[src/rtl/assert_macros.svh]
// assertion macros used by the sequencer rtl
`ifndef ASSERT_MACROS_SVH
`define ASSERT_MACROS_SVH

// property must hold at every rising clock edge outside reset
`define ASSERT_PROP(lbl, clk, rst_n, prop, msg) \
	lbl: assert property (@(posedge clk) disable iff (!rst_n) prop) \
		else $error(msg);

// expression must never be true outside reset
`define ASSERT_NEVER(lbl, clk, rst_n, expr, msg) \
	lbl: assert property (@(posedge clk) disable iff (!rst_n) !(expr)) \
		else $error(msg);

`endif

[src/rtl/bsc_pkg.sv]
// shared constants, types and width helpers of the safety check unit
package bsc_pkg;

	localparam int BSC_MAX_PROCS = 8;
	localparam int BSC_MAX_RES   = 4;
	localparam int BSC_UNIT_BITS = 8;

	localparam int AVAIL_W    = 11;
	localparam int TOTAL_W    = 8;
	localparam int NUM_TOTALS = 4;
	localparam int CFG_IDX_W  = 3;
	localparam int CFG_DATA_W = 8;

	// configuration register indexes
	localparam logic [CFG_IDX_W-1:0] CFG_TOTAL0 = 3'd0;
	localparam logic [CFG_IDX_W-1:0] CFG_TOTAL1 = 3'd1;
	localparam logic [CFG_IDX_W-1:0] CFG_TOTAL2 = 3'd2;
	localparam logic [CFG_IDX_W-1:0] CFG_TOTAL3 = 3'd3;
	localparam logic [CFG_IDX_W-1:0] CFG_PROCS  = 3'd4;
	localparam logic [CFG_IDX_W-1:0] CFG_RES    = 3'd5;

	localparam logic [TOTAL_W-1:0] TOTAL_RESET [NUM_TOTALS] = '{8'd10, 8'd5, 8'd7, 8'd0};
	localparam logic [3:0] PROCS_RESET = 4'd5;
	localparam logic [2:0] RES_RESET   = 3'd3;

	// input item functions
	localparam logic FUNC_LOAD  = 1'b0;
	localparam logic FUNC_CHECK = 1'b1;

	// result kinds
	localparam logic [1:0] KIND_ORDER     = 2'd0;
	localparam logic [1:0] KIND_SAFE      = 2'd1;
	localparam logic [1:0] KIND_DEADLOCK  = 2'd2;
	localparam logic [1:0] KIND_OVERALLOC = 2'd3;

	typedef enum logic [1:0] {
		ALU_ADD = 2'd0,
		ALU_SUB = 2'd1,
		ALU_FIT = 2'd2
	} alu_op_t;

	typedef struct packed {
		logic borrow;
		logic fits;
	} alu_flags_t;

	// bits to index an array of the given depth
	function automatic int idx_bits(int depth);
		return (depth > 1) ? $clog2(depth) : 1;
	endfunction

	// bits of a counter that must also hold the depth itself
	function automatic int cnt_bits(int depth);
		return $clog2(depth + 1);
	endfunction

	// datapath width of the shared unit
	function automatic int alu_width(int max_procs, int unit_bits);
		int w;
		w = unit_bits + cnt_bits(max_procs);
		if (AVAIL_W > w) w = AVAIL_W;
		if (TOTAL_W > w) w = TOTAL_W;
		return w;
	endfunction

endpackage

[src/rtl/bsc_table_mem.sv]
// allocation and maximum tables, one write port and one registered read port
module bsc_table_mem
	import bsc_pkg::*;
#(
	parameter int MAX_PROCS = BSC_MAX_PROCS,
	parameter int MAX_RES   = BSC_MAX_RES,
	parameter int UNIT_BITS = BSC_UNIT_BITS,
	localparam int ADDR_W   = idx_bits(MAX_PROCS) + idx_bits(MAX_RES)
) (
	input  logic                 clk,
	input  logic                 wr_en,
	input  logic [ADDR_W-1:0]    wr_addr,
	input  logic [UNIT_BITS-1:0] wr_alloc,
	input  logic [UNIT_BITS-1:0] wr_max,
	input  logic                 rd_en,
	input  logic [ADDR_W-1:0]    rd_addr,
	output logic [UNIT_BITS-1:0] rd_alloc,
	output logic [UNIT_BITS-1:0] rd_max
);

	localparam int DEPTH = 1 << ADDR_W;

	logic [UNIT_BITS-1:0] alloc_mem [DEPTH];
	logic [UNIT_BITS-1:0] max_mem   [DEPTH];
	logic [UNIT_BITS-1:0] alloc_rd_q;
	logic [UNIT_BITS-1:0] max_rd_q;

	always_ff @(posedge clk) begin
		if (wr_en) begin
			alloc_mem[wr_addr] <= wr_alloc;
			max_mem[wr_addr]   <= wr_max;
		end
		if (rd_en) begin
			alloc_rd_q <= alloc_mem[rd_addr];
			max_rd_q   <= max_mem[rd_addr];
		end
	end

	assign rd_alloc = alloc_rd_q;
	assign rd_max   = max_rd_q;

endmodule

[src/rtl/bsc_alu.sv]
// shared adder/subtractor with saturating need compare
module bsc_alu
	import bsc_pkg::*;
#(
	parameter int ALU_W = alu_width(BSC_MAX_PROCS, BSC_UNIT_BITS)
) (
	input  alu_op_t          op,
	input  logic [ALU_W-1:0] a,
	input  logic [ALU_W-1:0] b,
	input  logic [ALU_W-1:0] c,
	output logic [ALU_W-1:0] res,
	output alu_flags_t       flags
);

	logic             sub;
	logic [ALU_W:0]   sum_w;
	logic [ALU_W-1:0] need;

	always_comb begin
		sub          = (op != ALU_ADD);
		sum_w        = {1'b0, a} + {1'b0, (sub ? ~b : b)} + (ALU_W+1)'(sub);
		res          = sum_w[ALU_W-1:0];
		flags.borrow = sub & ~sum_w[ALU_W];
		// need saturates at zero when maximum is below allocation
		need         = flags.borrow ? '0 : sum_w[ALU_W-1:0];
		flags.fits   = (op == ALU_FIT) && (need <= c);
	end

endmodule

[src/rtl/bsc_seq.sv]
// sequencer: column sums, safety scan passes and result register
`include "assert_macros.svh"

module bsc_seq
	import bsc_pkg::*;
#(
	parameter int MAX_PROCS = BSC_MAX_PROCS,
	parameter int MAX_RES   = BSC_MAX_RES,
	parameter int UNIT_BITS = BSC_UNIT_BITS,
	localparam int PW       = idx_bits(MAX_PROCS),
	localparam int RW       = idx_bits(MAX_RES),
	localparam int NW       = cnt_bits(MAX_PROCS),
	localparam int MW       = cnt_bits(MAX_RES),
	localparam int ALU_W    = alu_width(MAX_PROCS, UNIT_BITS)
) (
	input  logic                 clk,
	input  logic                 arst_n,
	input  logic                 start,
	output logic                 idle,
	input  logic [NW-1:0]        n_procs,
	input  logic [MW-1:0]        n_res,
	input  logic [TOTAL_W-1:0]   totals [NUM_TOTALS],
	output logic                 rd_en,
	output logic [PW+RW-1:0]     rd_addr,
	input  logic [UNIT_BITS-1:0] rd_alloc,
	input  logic [UNIT_BITS-1:0] rd_max,
	output alu_op_t              alu_op,
	output logic [ALU_W-1:0]     alu_a,
	output logic [ALU_W-1:0]     alu_b,
	output logic [ALU_W-1:0]     alu_c,
	input  logic [ALU_W-1:0]     alu_res,
	input  alu_flags_t           alu_flags,
	output logic                 out_valid,
	input  logic                 out_ready,
	output logic [1:0]           entry_kind,
	output logic [2:0]           process_out,
	output logic                 last
);

	localparam int SUM_W = UNIT_BITS + NW;

	typedef enum logic [9:0] {
		ST_IDLE    = 10'b0000000001,
		ST_SUM_RD  = 10'b0000000010,
		ST_SUM_ACC = 10'b0000000100,
		ST_SUM_CHK = 10'b0000001000,
		ST_SCAN    = 10'b0000010000,
		ST_FIT_RD  = 10'b0000100000,
		ST_FIT_CHK = 10'b0001000000,
		ST_ADD_RD  = 10'b0010000000,
		ST_ADD_ACC = 10'b0100000000,
		ST_EMIT    = 10'b1000000000
	} state_t;

	state_t               state_q;
	logic [NW-1:0]        p_q;
	logic [MW-1:0]        r_q;
	logic [SUM_W-1:0]     sum_q;
	logic [AVAIL_W-1:0]   avail_q [MAX_RES];
	logic [MAX_PROCS-1:0] finished_q;
	logic [NW-1:0]        order_cnt_q;
	logic                 progress_q;
	logic [1:0]           emit_kind_q;
	logic [2:0]           emit_proc_q;
	logic                 emit_last_q;
	logic                 out_valid_q;
	logic [1:0]           out_kind_q;
	logic [2:0]           out_proc_q;
	logic                 out_last_q;

	logic [PW-1:0]        p_idx;
	logic [RW-1:0]        r_idx;
	logic [TOTAL_W-1:0]   tot_ext [MAX_RES];

	assign p_idx = p_q[PW-1:0];
	assign r_idx = r_q[RW-1:0];

	// resources beyond the total registers own nothing
	for (genvar k = 0; k < MAX_RES; k++) begin : g_tot
		if (k < NUM_TOTALS) begin : g_reg
			assign tot_ext[k] = totals[k];
		end else begin : g_zero
			assign tot_ext[k] = '0;
		end
	end

	assign idle    = (state_q == ST_IDLE);
	assign rd_addr = {p_idx, r_idx};
	assign rd_en   = ((state_q == ST_SUM_RD) && (p_q != n_procs)) ||
	                 (state_q == ST_FIT_RD) ||
	                 ((state_q == ST_ADD_RD) && (r_q != n_res));

	// operand steering for the shared unit
	always_comb begin
		alu_op = ALU_ADD;
		alu_a  = '0;
		alu_b  = '0;
		alu_c  = '0;
		unique case (state_q)
			ST_SUM_ACC: begin
				alu_op = ALU_ADD;
				alu_a  = ALU_W'(sum_q);
				alu_b  = ALU_W'(rd_alloc);
			end
			ST_SUM_CHK: begin
				alu_op = ALU_SUB;
				alu_a  = ALU_W'(tot_ext[r_idx]);
				alu_b  = ALU_W'(sum_q);
			end
			ST_FIT_CHK: begin
				alu_op = ALU_FIT;
				alu_a  = ALU_W'(rd_max);
				alu_b  = ALU_W'(rd_alloc);
				alu_c  = ALU_W'(avail_q[r_idx]);
			end
			ST_ADD_ACC: begin
				alu_op = ALU_ADD;
				alu_a  = ALU_W'(avail_q[r_idx]);
				alu_b  = ALU_W'(rd_alloc);
			end
			default: begin
				alu_op = ALU_ADD;
			end
		endcase
	end

	always_ff @(posedge clk or negedge arst_n) begin
		if (!arst_n) begin
			state_q     <= ST_IDLE;
			p_q         <= '0;
			r_q         <= '0;
			sum_q       <= '0;
			for (int k = 0; k < MAX_RES; k++) avail_q[k] <= '0;
			finished_q  <= '0;
			order_cnt_q <= '0;
			progress_q  <= 1'b0;
			emit_kind_q <= KIND_ORDER;
			emit_proc_q <= '0;
			emit_last_q <= 1'b0;
			out_valid_q <= 1'b0;
			out_kind_q  <= KIND_ORDER;
			out_proc_q  <= '0;
			out_last_q  <= 1'b0;
		end else begin
			// the emit state refills the register itself when it drains
			if (out_valid_q && out_ready && (state_q != ST_EMIT)) out_valid_q <= 1'b0;
			unique case (state_q)
				ST_IDLE: begin
					if (start) begin
						finished_q  <= '0;
						order_cnt_q <= '0;
						progress_q  <= 1'b0;
						p_q         <= '0;
						r_q         <= '0;
						sum_q       <= '0;
						state_q     <= (n_res == '0) ? ST_SCAN : ST_SUM_RD;
					end
				end
				ST_SUM_RD: begin
					state_q <= (p_q == n_procs) ? ST_SUM_CHK : ST_SUM_ACC;
				end
				ST_SUM_ACC: begin
					sum_q   <= alu_res[SUM_W-1:0];
					p_q     <= p_q + NW'(1);
					state_q <= ST_SUM_RD;
				end
				ST_SUM_CHK: begin
					if (alu_flags.borrow) begin
						emit_kind_q <= KIND_OVERALLOC;
						emit_proc_q <= '0;
						emit_last_q <= 1'b1;
						state_q     <= ST_EMIT;
					end else begin
						avail_q[r_idx] <= alu_res[AVAIL_W-1:0];
						sum_q          <= '0;
						p_q            <= '0;
						r_q            <= r_q + MW'(1);
						state_q        <= (r_q + MW'(1) == n_res) ? ST_SCAN : ST_SUM_RD;
					end
				end
				ST_SCAN: begin
					if (p_q == n_procs) begin
						// end of a pass, or no processes at all
						if (order_cnt_q == n_procs) begin
							emit_kind_q <= KIND_SAFE;
							emit_proc_q <= '0;
							emit_last_q <= 1'b1;
							state_q     <= ST_EMIT;
						end else if (!progress_q) begin
							emit_kind_q <= KIND_DEADLOCK;
							emit_proc_q <= '0;
							emit_last_q <= 1'b1;
							state_q     <= ST_EMIT;
						end else begin
							p_q        <= '0;
							progress_q <= 1'b0;
						end
					end else if (finished_q[p_idx]) begin
						p_q <= p_q + NW'(1);
					end else begin
						r_q     <= '0;
						state_q <= (n_res == '0) ? ST_ADD_RD : ST_FIT_RD;
					end
				end
				ST_FIT_RD: begin
					state_q <= ST_FIT_CHK;
				end
				ST_FIT_CHK: begin
					if (!alu_flags.fits) begin
						p_q     <= p_q + NW'(1);
						state_q <= ST_SCAN;
					end else if (r_q + MW'(1) == n_res) begin
						r_q     <= '0;
						state_q <= ST_ADD_RD;
					end else begin
						r_q     <= r_q + MW'(1);
						state_q <= ST_FIT_RD;
					end
				end
				ST_ADD_RD: begin
					if (r_q == n_res) begin
						// allocation returned, grant this process
						finished_q[p_idx] <= 1'b1;
						order_cnt_q       <= order_cnt_q + NW'(1);
						progress_q        <= 1'b1;
						emit_kind_q       <= KIND_ORDER;
						emit_proc_q       <= 3'(p_q);
						emit_last_q       <= 1'b0;
						p_q               <= p_q + NW'(1);
						state_q           <= ST_EMIT;
					end else begin
						state_q <= ST_ADD_ACC;
					end
				end
				ST_ADD_ACC: begin
					avail_q[r_idx] <= alu_res[AVAIL_W-1:0];
					r_q            <= r_q + MW'(1);
					state_q        <= ST_ADD_RD;
				end
				ST_EMIT: begin
					if (!out_valid_q || out_ready) begin
						out_valid_q <= 1'b1;
						out_kind_q  <= emit_kind_q;
						out_proc_q  <= emit_proc_q;
						out_last_q  <= emit_last_q;
						state_q     <= emit_last_q ? ST_IDLE : ST_SCAN;
					end
				end
				default: begin
					state_q <= ST_IDLE;
				end
			endcase
		end
	end

	assign out_valid   = out_valid_q;
	assign entry_kind  = out_kind_q;
	assign process_out = out_proc_q;
	assign last        = out_last_q;

	`ASSERT_PROP(a_fin_count, clk, arst_n, $countones(finished_q) == int'(order_cnt_q), "finished flags disagree with order count")
	`ASSERT_NEVER(a_cnt_bound, clk, arst_n, (state_q != ST_IDLE) && (order_cnt_q > n_procs), "order count beyond process count")
	`ASSERT_NEVER(a_rd_range, clk, arst_n, rd_en && (p_q >= n_procs), "table read past processes in use")
	`ASSERT_PROP(a_emit_hold, clk, arst_n, (state_q == ST_EMIT) && out_valid_q && !out_ready |=> (state_q == ST_EMIT), "result dropped while output register full")

endmodule

[src/rtl/banker_safety_check_unit.sv]
// top level of the banker's algorithm safety check unit
//
//  channel | handshake                 | beat payload
//  --------+---------------------------+---------------------------------------------
//  in      | in_valid / in_ready       | func, process_index, resource_index,
//          |                           | allocated, maximum
//  out     | out_valid / out_ready     | entry_kind, process_out, last
//  cfg     | cfg_we (no back-pressure) | cfg_index, cfg_data
//
//  a load beat writes the tables at once; loads may stream back to back
//  a check beat runs through the single table read port and the shared adder: column
//  sums first, then passes in which a finished process is skipped, an unfinished one
//  is checked resource by resource until one does not fit, and a process that fits
//  returns its allocation and emits its order beat; each pass closes with a verdict
//  or a new pass
//  in_ready stays low from check accept until the last result enters the output
//  register; a full output register stalls the sequencer in place
//  arst_n clears control state and loads the configuration defaults; tables are
//  undefined until written
module banker_safety_check_unit
	import bsc_pkg::*;
#(
	parameter int MAX_PROCS = BSC_MAX_PROCS,
	parameter int MAX_RES   = BSC_MAX_RES,
	parameter int UNIT_BITS = BSC_UNIT_BITS
) (
	input  logic                  clk,
	input  logic                  arst_n,
	// input item channel
	input  logic                  in_valid,
	output logic                  in_ready,
	input  logic                  func,
	input  logic [2:0]            process_index,
	input  logic [1:0]            resource_index,
	input  logic [7:0]            allocated,
	input  logic [7:0]            maximum,
	// result channel
	output logic                  out_valid,
	input  logic                  out_ready,
	output logic [1:0]            entry_kind,
	output logic [2:0]            process_out,
	output logic                  last,
	// configuration write port
	input  logic                  cfg_we,
	input  logic [CFG_IDX_W-1:0]  cfg_index,
	input  logic [CFG_DATA_W-1:0] cfg_data
);

	localparam int PW     = idx_bits(MAX_PROCS);
	localparam int RW     = idx_bits(MAX_RES);
	localparam int ADDR_W = PW + RW;
	localparam int NW     = cnt_bits(MAX_PROCS);
	localparam int MW     = cnt_bits(MAX_RES);
	localparam int ALU_W  = alu_width(MAX_PROCS, UNIT_BITS);

	// configuration registers
	logic [TOTAL_W-1:0] total_q [NUM_TOTALS];
	logic [3:0]         procs_q;
	logic [2:0]         res_q;

	// counts clipped to what the tables hold
	logic [NW-1:0]      n_procs;
	logic [MW-1:0]      n_res;

	// input beat decode
	logic               in_fire;
	logic               load_fire;
	logic               check_start;
	logic               wr_en;
	logic [ADDR_W-1:0]  wr_addr;

	// table read path
	logic               rd_en;
	logic [ADDR_W-1:0]  rd_addr;
	logic [UNIT_BITS-1:0] rd_alloc;
	logic [UNIT_BITS-1:0] rd_max;

	// shared unit
	alu_op_t            alu_op;
	logic [ALU_W-1:0]   alu_a;
	logic [ALU_W-1:0]   alu_b;
	logic [ALU_W-1:0]   alu_c;
	logic [ALU_W-1:0]   alu_res;
	alu_flags_t         alu_flags;

	logic               seq_idle;

	always_ff @(posedge clk or negedge arst_n) begin
		if (!arst_n) begin
			for (int k = 0; k < NUM_TOTALS; k++) total_q[k] <= TOTAL_RESET[k];
			procs_q <= PROCS_RESET;
			res_q   <= RES_RESET;
		end else if (cfg_we) begin
			unique case (cfg_index)
				CFG_TOTAL0: total_q[0] <= cfg_data;
				CFG_TOTAL1: total_q[1] <= cfg_data;
				CFG_TOTAL2: total_q[2] <= cfg_data;
				CFG_TOTAL3: total_q[3] <= cfg_data;
				CFG_PROCS:  procs_q    <= cfg_data[3:0];
				CFG_RES:    res_q      <= cfg_data[2:0];
				default: begin
					// writes past the register list are dropped
				end
			endcase
		end
	end

	// saturate the counts at the table dimensions
	assign n_procs = (int'(procs_q) > MAX_PROCS) ? NW'(MAX_PROCS) : NW'(procs_q);
	assign n_res   = (int'(res_q) > MAX_RES) ? MW'(MAX_RES) : MW'(res_q);

	assign in_ready    = seq_idle;
	assign in_fire     = in_valid && in_ready;
	assign load_fire   = in_fire && (func == FUNC_LOAD);
	assign check_start = in_fire && (func == FUNC_CHECK);

	// loads outside the table dimensions are ignored
	assign wr_en   = load_fire && (int'(process_index) < MAX_PROCS) &&
	                 (int'(resource_index) < MAX_RES);
	assign wr_addr = {PW'(process_index), RW'(resource_index)};

	bsc_table_mem #(
		.MAX_PROCS (MAX_PROCS),
		.MAX_RES   (MAX_RES),
		.UNIT_BITS (UNIT_BITS)
	) u_tables (
		.clk      (clk),
		.wr_en    (wr_en),
		.wr_addr  (wr_addr),
		.wr_alloc (UNIT_BITS'(allocated)),
		.wr_max   (UNIT_BITS'(maximum)),
		.rd_en    (rd_en),
		.rd_addr  (rd_addr),
		.rd_alloc (rd_alloc),
		.rd_max   (rd_max)
	);

	bsc_alu #(
		.ALU_W (ALU_W)
	) u_alu (
		.op    (alu_op),
		.a     (alu_a),
		.b     (alu_b),
		.c     (alu_c),
		.res   (alu_res),
		.flags (alu_flags)
	);

	bsc_seq #(
		.MAX_PROCS (MAX_PROCS),
		.MAX_RES   (MAX_RES),
		.UNIT_BITS (UNIT_BITS)
	) u_seq (
		.clk         (clk),
		.arst_n      (arst_n),
		.start       (check_start),
		.idle        (seq_idle),
		.n_procs     (n_procs),
		.n_res       (n_res),
		.totals      (total_q),
		.rd_en       (rd_en),
		.rd_addr     (rd_addr),
		.rd_alloc    (rd_alloc),
		.rd_max      (rd_max),
		.alu_op      (alu_op),
		.alu_a       (alu_a),
		.alu_b       (alu_b),
		.alu_c       (alu_c),
		.alu_res     (alu_res),
		.alu_flags   (alu_flags),
		.out_valid   (out_valid),
		.out_ready   (out_ready),
		.entry_kind  (entry_kind),
		.process_out (process_out),
		.last        (last)
	);

endmodule

[config.mk]
export PLATFORM = sky130hd
export DESIGN_NAME = banker_safety_check_unit
export DESIGN_NICKNAME = d
export VERILOG_FILES = /design/src/rtl/bsc_pkg.sv /design/src/rtl/bsc_table_mem.sv /design/src/rtl/bsc_alu.sv /design/src/rtl/bsc_seq.sv /design/src/rtl/banker_safety_check_unit.sv
export VERILOG_INCLUDE_DIRS = /design/src /design/src/rtl
export SDC_FILE = /design/constraint.sdc
export NUM_CORES = 1
export LEC_CHECK = 0
export BUFFER_PORTS_ARGS = -buffer_cell sky130_fd_sc_hd__buf_4
export CORE_ASPECT_RATIO = 1.1
export CORE_MARGIN = 3
export CORE_UTILIZATION = 55
export DETAILED_ROUTE_END_ITERATION = 8
export PLACE_DENSITY = 0.82
export SETUP_SLACK_MARGIN = 0.2
export SLEW_MARGIN = 25
export SYNTH_ARGS = -nofsm -noshare
export SYNTH_HDL_FRONTEND = slang
export SYNTH_HIERARCHICAL = 1
export SYNTH_SLANG_ARGS = --single-unit
[constraint.sdc]
create_clock -name clk -period 10.4 [get_ports clk]
set_clock_uncertainty 0.1 [all_clocks]
set_input_delay 0 -clock clk [delete_from_list [all_inputs] [get_ports clk]]
set_output_delay 0 -clock clk [all_outputs]
set_load 0.005 [all_outputs]
# Word level (Yosys, flattened, before mapping)
# Memories as Yosys holds them, arrays and structs flattened. A register that Yosys moved wholly into a read port is not among the register bits.
# Cells that the tools add are included.
[op_classes]
addsub = 5
order_cmp = 7
n_eq_ne = 40
mux = 91
bitwise_logic = 6
n_reduce_logical = 40
[ops]
columns = ["operator", "n"]
rows = [
  ["$pmux 10 s10", 1],
  ["$mux 10", 9],
  ["$pmux 44 s2", 1],
  ["$mux 12", 4],
  ["$mux 8", 6],
  ["$pmux 12 s4", 1],
  ["$bwmux 44", 1],
  ["$mux 11", 4],
  ["$mux 4", 11],
  ["$mux 44", 1],
  ["$mux 3", 12],
  ["$pmux 12 s3", 1],
  ["$pmux 12 s2", 1],
  ["$pmux 4 s6", 1],
  ["$bmux 11 s2", 1],
  ["$demux 11 s2", 1],
  ["$bmux 8 s2", 1],
  ["$mux 1", 16],
  ["$pmux 8 s2", 1],
  ["$reduce_and 2->1", 8],
  ["$mux 5", 3],
  ["$pmux 3 s5", 1],
  ["$ne 2x2->1 const B", 7],
  ["$add 12x12->13", 1],
  ["other kinds (61)", 95],
]
[word_totals]
register_bits = 138
ram_bits = 512
in_bits = 38
mem_count = 2
[mem_list]
columns = ["memory", "words", "width", "read_ports", "rd_clocked_by_memory_dff", "write_ports", "line", "source"]
rows = [
  ["u_tables.alloc_mem", 32, 8, 1, 1, 1, "bsc_table_mem.sv:23", "logic [UNIT_BITS-1:0] alloc_mem [DEPTH];"],
  ["u_tables.max_mem", 32, 8, 1, 1, 1, "bsc_table_mem.sv:24", "logic [UNIT_BITS-1:0] max_mem [DEPTH];"],
]

# Depth between registers and ports, before layout
[logic_depth]
word_depth = 14
depth_mapped = 26
ltp_nobuf = 23

# Hierarchy
# Netlist, hierarchy kept.
[by_module_without_submodules]
columns = ["module", "n_inst", "cells_per_inst", "area_per_inst_um2", "seq_area_each_um2"]
rows = [
  ["bsc_table_mem", 1, 1143, 20696.1, 15855.2],
  ["bsc_seq", 1, 494, 5696.7, 2478.6],
  ["banker_safety_check_unit", 1, 96, 1574.0, 989.7],
  ["bsc_alu", 1, 157, 1174.9, 0.0],
]

# Least setup slack after synthesis
# Ideal clock, no wire load.
[synth_path]
path_kind = "flip-flop to flip-flop"
startpoint = "reg u_seq.r_q[0]"
endpoint = "reg u_seq.p_q[3]"
setup_time_ns = 0.104
arrival_ns = 5.185
path_slack_ns = 5.011
path_stages_with_launch = 22
path_buffers = 3
synth_period_minus_slack_ns = 5.389
cell_sequence = "dfrtp_1 -> clkbuf_1 -> buf_1 -> mux4_2 -> a221o_1 -> ha_1 -> a21oi_2 -> o21ai_2 -> a311o_1 -> a31oi_2 -> buf_4 -> nor2_1 -> ha_1 -> nor2b_1 -> o21a_1 -> o21a_1 -> o21ai_0 -> a31o_2 -> nand2_1 -> nand4b_2 -> or2_1 -> o41ai_2"
[synth_rtl]
columns = ["item", "line", "source"]
rows = [
  ["start: declaration", "bsc_seq.sv:57", "logic [MW-1:0] r_q;"],
  ["start signal: assignment", "bsc_seq.sv:177", "r_q <= r_q + MW'(1);"],
  ["start signal: assignment", "bsc_seq.sv:216", "r_q <= r_q + MW'(1);"],
  ["start signal: assignment", "bsc_seq.sv:237", "r_q <= r_q + MW'(1);"],
  ["end signal: assignment", "bsc_seq.sv:164", "p_q <= p_q + NW'(1);"],
  ["end signal: assignment", "bsc_seq.sv:199", "p_q <= p_q + NW'(1);"],
  ["end signal: assignment", "bsc_seq.sv:210", "p_q <= p_q + NW'(1);"],
  ["end: declaration", "bsc_seq.sv:56", "logic [NW-1:0] p_q;"],
]

==> impl_metrics.tcl <==
set metrics [dict create \
    status "complete, no violations" \
    drt-pass1-iter-count 5 \
    fp.dieH_um 247.4 \
    critPathMaxFanout 49 \
    clock_sinks 666 \
    io_buffer_count 45 \
    ant_nets 0 \
    synth_edf_count 528 \
    synth_top_cell_area_share_pct 54.41 \
    async_flop_share_pct 20.72 \
    reg2regPathDepth 19 \
    fmax_ghz 0.1501 \
    slew_violations 0 \
    peakVddDrop_uv 190.7 \
    fin_cells 2695 \
    cts_tree "yes" \
    path_class "reg -> reg" \
    grt_pass1_vias 17420 \
    crit_path_end "u_seq/p_q[3]" \
    cts-root-buf "clkbuf_16" \
    drive_gt1_share_pct 16.96 \
    syn_avg_cell_area_um2 15.42 \
    syn-cell-area_mm2 0.02914 \
    switchingPower_mw 1.524 \
    cts_buffers 67 \
    drt-initial-drc-count 1697 \
    critical_path.startpoint_type "register" \
    antenna_found_initial 0 \
    synthTopCellsByArea "edfxtp_1, dfrtp_1, mux2i_1" \
    rr_endpoint "u_seq/p_q[3]" \
    fill_cells 3564 \
    worstSetupEndpointType "register" \
    switching_share_pct 24.50 \
    grt.overflow.total 0 \
    ys_ff_latch 666 \
    finalHoldViolations 0 \
    clk_pin_slew_ns 0.06 \
    r2r-start "u_seq/r_q[0]" \
    power.density_mw_per_mm2 191.0 \
    cts.path.max_buffers 3 \
    grt_max_degree 135 \
    dieArea_mm2 0.05579 \
    detail_route.wirelength_um 66110 \
    slew-limit-headroom_pct 29.69 \
    p_total_mw 6.219 \
    track_usage_pct 23.92 \
    maxCapViolCount 0 \
    critPathLaunch "u_seq/r_q[0]" \
    yosysMostFrequentCell "edfxtp_1" \
    dpl.hpwl_um 39140 \
    num_vias 16870 \
    die_w_um 225.5 \
    worstPathArrival_ns 7.06 \
    synthTopCellsByCount "edfxtp_1, mux2i_1, dfrtp_1" \
    wl_per_cell_um 24.53 \
    ys_warn_count 6 \
    worstSkewPairLatency_ns 0.60 \
    areaGrowthSynthToFinish_pct 11.75 \
    yosys.area.top_type "edfxtp_1" \
    dp_cells 2528 \
    p_int_mw 4.695 \
    core_mm2 0.05181 \
    seqCellArea_mm2 0.01933 \
    cp.required_ns 10.79 \
    io_pins 46 \
    fin_util_pct 62.85 \
    p_seq_share_pct 49.2 \
    synth-seq-area-share_pct 66.31 \
    gp_congestion 0.8567 \
    fin_crit_ns 6.664 \
    period_share_pct 64.08 \
    multi_input_area_mm2 0.008957 \
    yosys.cell_types.count 88 \
    hold_path.class "in -> reg" \
    rows 87 \
    p_leak_nw 11.26 \
    route.detailed.drc 0 \
    comb_power_share_pct 12.1 \
    synth_cells 1890 \
    grt_first_pass_wirelength_um 101200 \
    rsz0062_at_grt "no" \
    nets 2043 \
    ctsHtreeMaxLevel 3 \
    cts.repair.resized 0 \
    start_util_pct 56.24 \
    post_cts_buffers 0 \
    diodes 0 \
    ys.flop_type "edfxtp_1" \
    reg2reg_setup_slack_ns 3.74 \
    setup_viol 0 \
    worst_pin_slew_ns 1.055 \
    setup_tns_ns 0 \
    clockPowerShare_pct 38.7 \
    vias_per_cell 6.259 \
    synth_nets 1958 \
]
-- power groups by stage --
stage / sequential [mW] / clock [mW] / combinational, mW
2_1_floorplan: 3.07 / 0 / 0.538
3_3_place_gp: 3.10 / 0 / 0.703
3_5_place_dp: 3.11 / 0 / 0.721
4_1_cts: 3.06 / 2.44 / 0.742
5_1_grt: 3.07 / 2.56 / 0.813
6_report: 3.06 / 2.41 / 0.752
-- flip-flops by register name (all words and copies together), names as in the netlist, 2 cells and up --
name	cells
u_seq/p_q	4
u_seq/emit_proc_q	3
total_q	32
u_seq/entry_kind	2
res_q	3
u_seq/finished_q	8
u_seq/avail_q	44
u_tables/alloc_mem	256
u_tables/max_mem	256
u_tables/rd_alloc	8
u_seq/r_q	3
u_seq/state_q	10
u_seq/process_out	3
u_seq/emit_kind_q	2
u_tables/rd_max	8
u_seq/order_cnt_q	4
procs_q	4
u_seq/sum_q	12
-- metrics by stage --
stage	cell area, um^2	setup slack, ns	hold slack (ns)
after global routing	32570	3.183	0.1124
final	32570	3.736	0.09004
after floorplan	29140	5.011	-0.3956
after CTS	32560	3.766	0.05172
after global placement	29880	3.958	-0.01545
after detailed placement	29880	3.771	-0.006019
-- routing by layer --
layer / wire (um) / global-route usage (%)
met5: 0 / 0
met4: 2693 / 10.13
met3: 4578 / 3.596
met2: 33810 / 41.61
met1: 25030 / 30.13
-- cell usage in the layout, fill, tap and decap left out, types with 6 or more instances in the layout --
cell and n:
and2_1 19, nand2b_1 10, ha_1 29, nor4_1 6, a21oi_1 53, edfxtp_1 528, buf_4 84, mux2_2 78
xnor2_1 29, nor2b_1 19, clkinv_1 10, clkinv_2 13, dfstp_2 12, a22o_1 65, nor2_1 65, xor2_1 13
a31oi_1 24, inv_1 28, o21ai_0 17, bufinv_16 7, a21o_1 6, clkbuf_16 70, nor3_1 26, nor2_2 7
mux2_1 11, a22oi_1 71, dfrtp_1 125, clkbuf_1 14, and3_1 6, mux4_2 21, nand2_1 70, nand3_1 48
nand4_1 22, mux2i_1 261, dlygate4sd3_1 44
-- cell families after synthesis --
kind of cell               share of synthesized area (%)
adders and majority gates                          1.314
DFF                                                66.31
other                                            0.01287
AOI/OAI and AO/OA                                  7.265
buffers and inverters                              3.121
and+or+nand+nor                                    6.638
xor gates and xnor gates                           1.262
muxes                                              14.08
-- critical path, cell delays in order, from the launching register on --
cell and delay (ns):
dfrtp_4 1.01, buf_4 0.72, mux4_2 0.61, a221o_1 0.32
ha_1 0.35, nor2b_1 0.17, o21ai_0 0.30, nand3_1 0.19
a31oi_2 0.66, nor2_1 0.10, ha_1 0.33, nor2b_1 0.13
o21a_1 0.12, o21a_1 0.11, o21ai_0 0.07, a31o_2 0.30
nand2_1 0.10, nand4b_2 0.18, or2_1 0.34, o41ai_2 0.31
-- layout make-up --
cell class / instances / area share, %
clock buffer: 84 / 5.540
inverter: 28 / 0.3227
multi-input combinational: 1081 / 27.51
tap: 667 / 2.563
timing repair buffer: 131 / 3.469
clock inverter: 38 / 1.249
sequential: 666 / 59.35
-- worst min-delay path by stage --
stage                       endpoint  cells after the start        start
finish              u_seq/state_q[4]                      5         func
CTS                 u_seq/state_q[4]                      5         func
global placement     u_seq/out_valid                      1       arst_n
detailed placement   u_seq/out_valid                      1       arst_n
floorplan                 procs_q[1]                      0       arst_n
global route             total_q[12]                      3  cfg_data[4]
-- what timing repair did --
| action | in CTS | in global routing |
|---|---|---|
| endpoints found under the setup margin | 0 | 0 |
| hold buffers | 45 | 0 |
| endpoints found under the hold margin | 687 | 0 |
(Power assumes the default switching activity.)
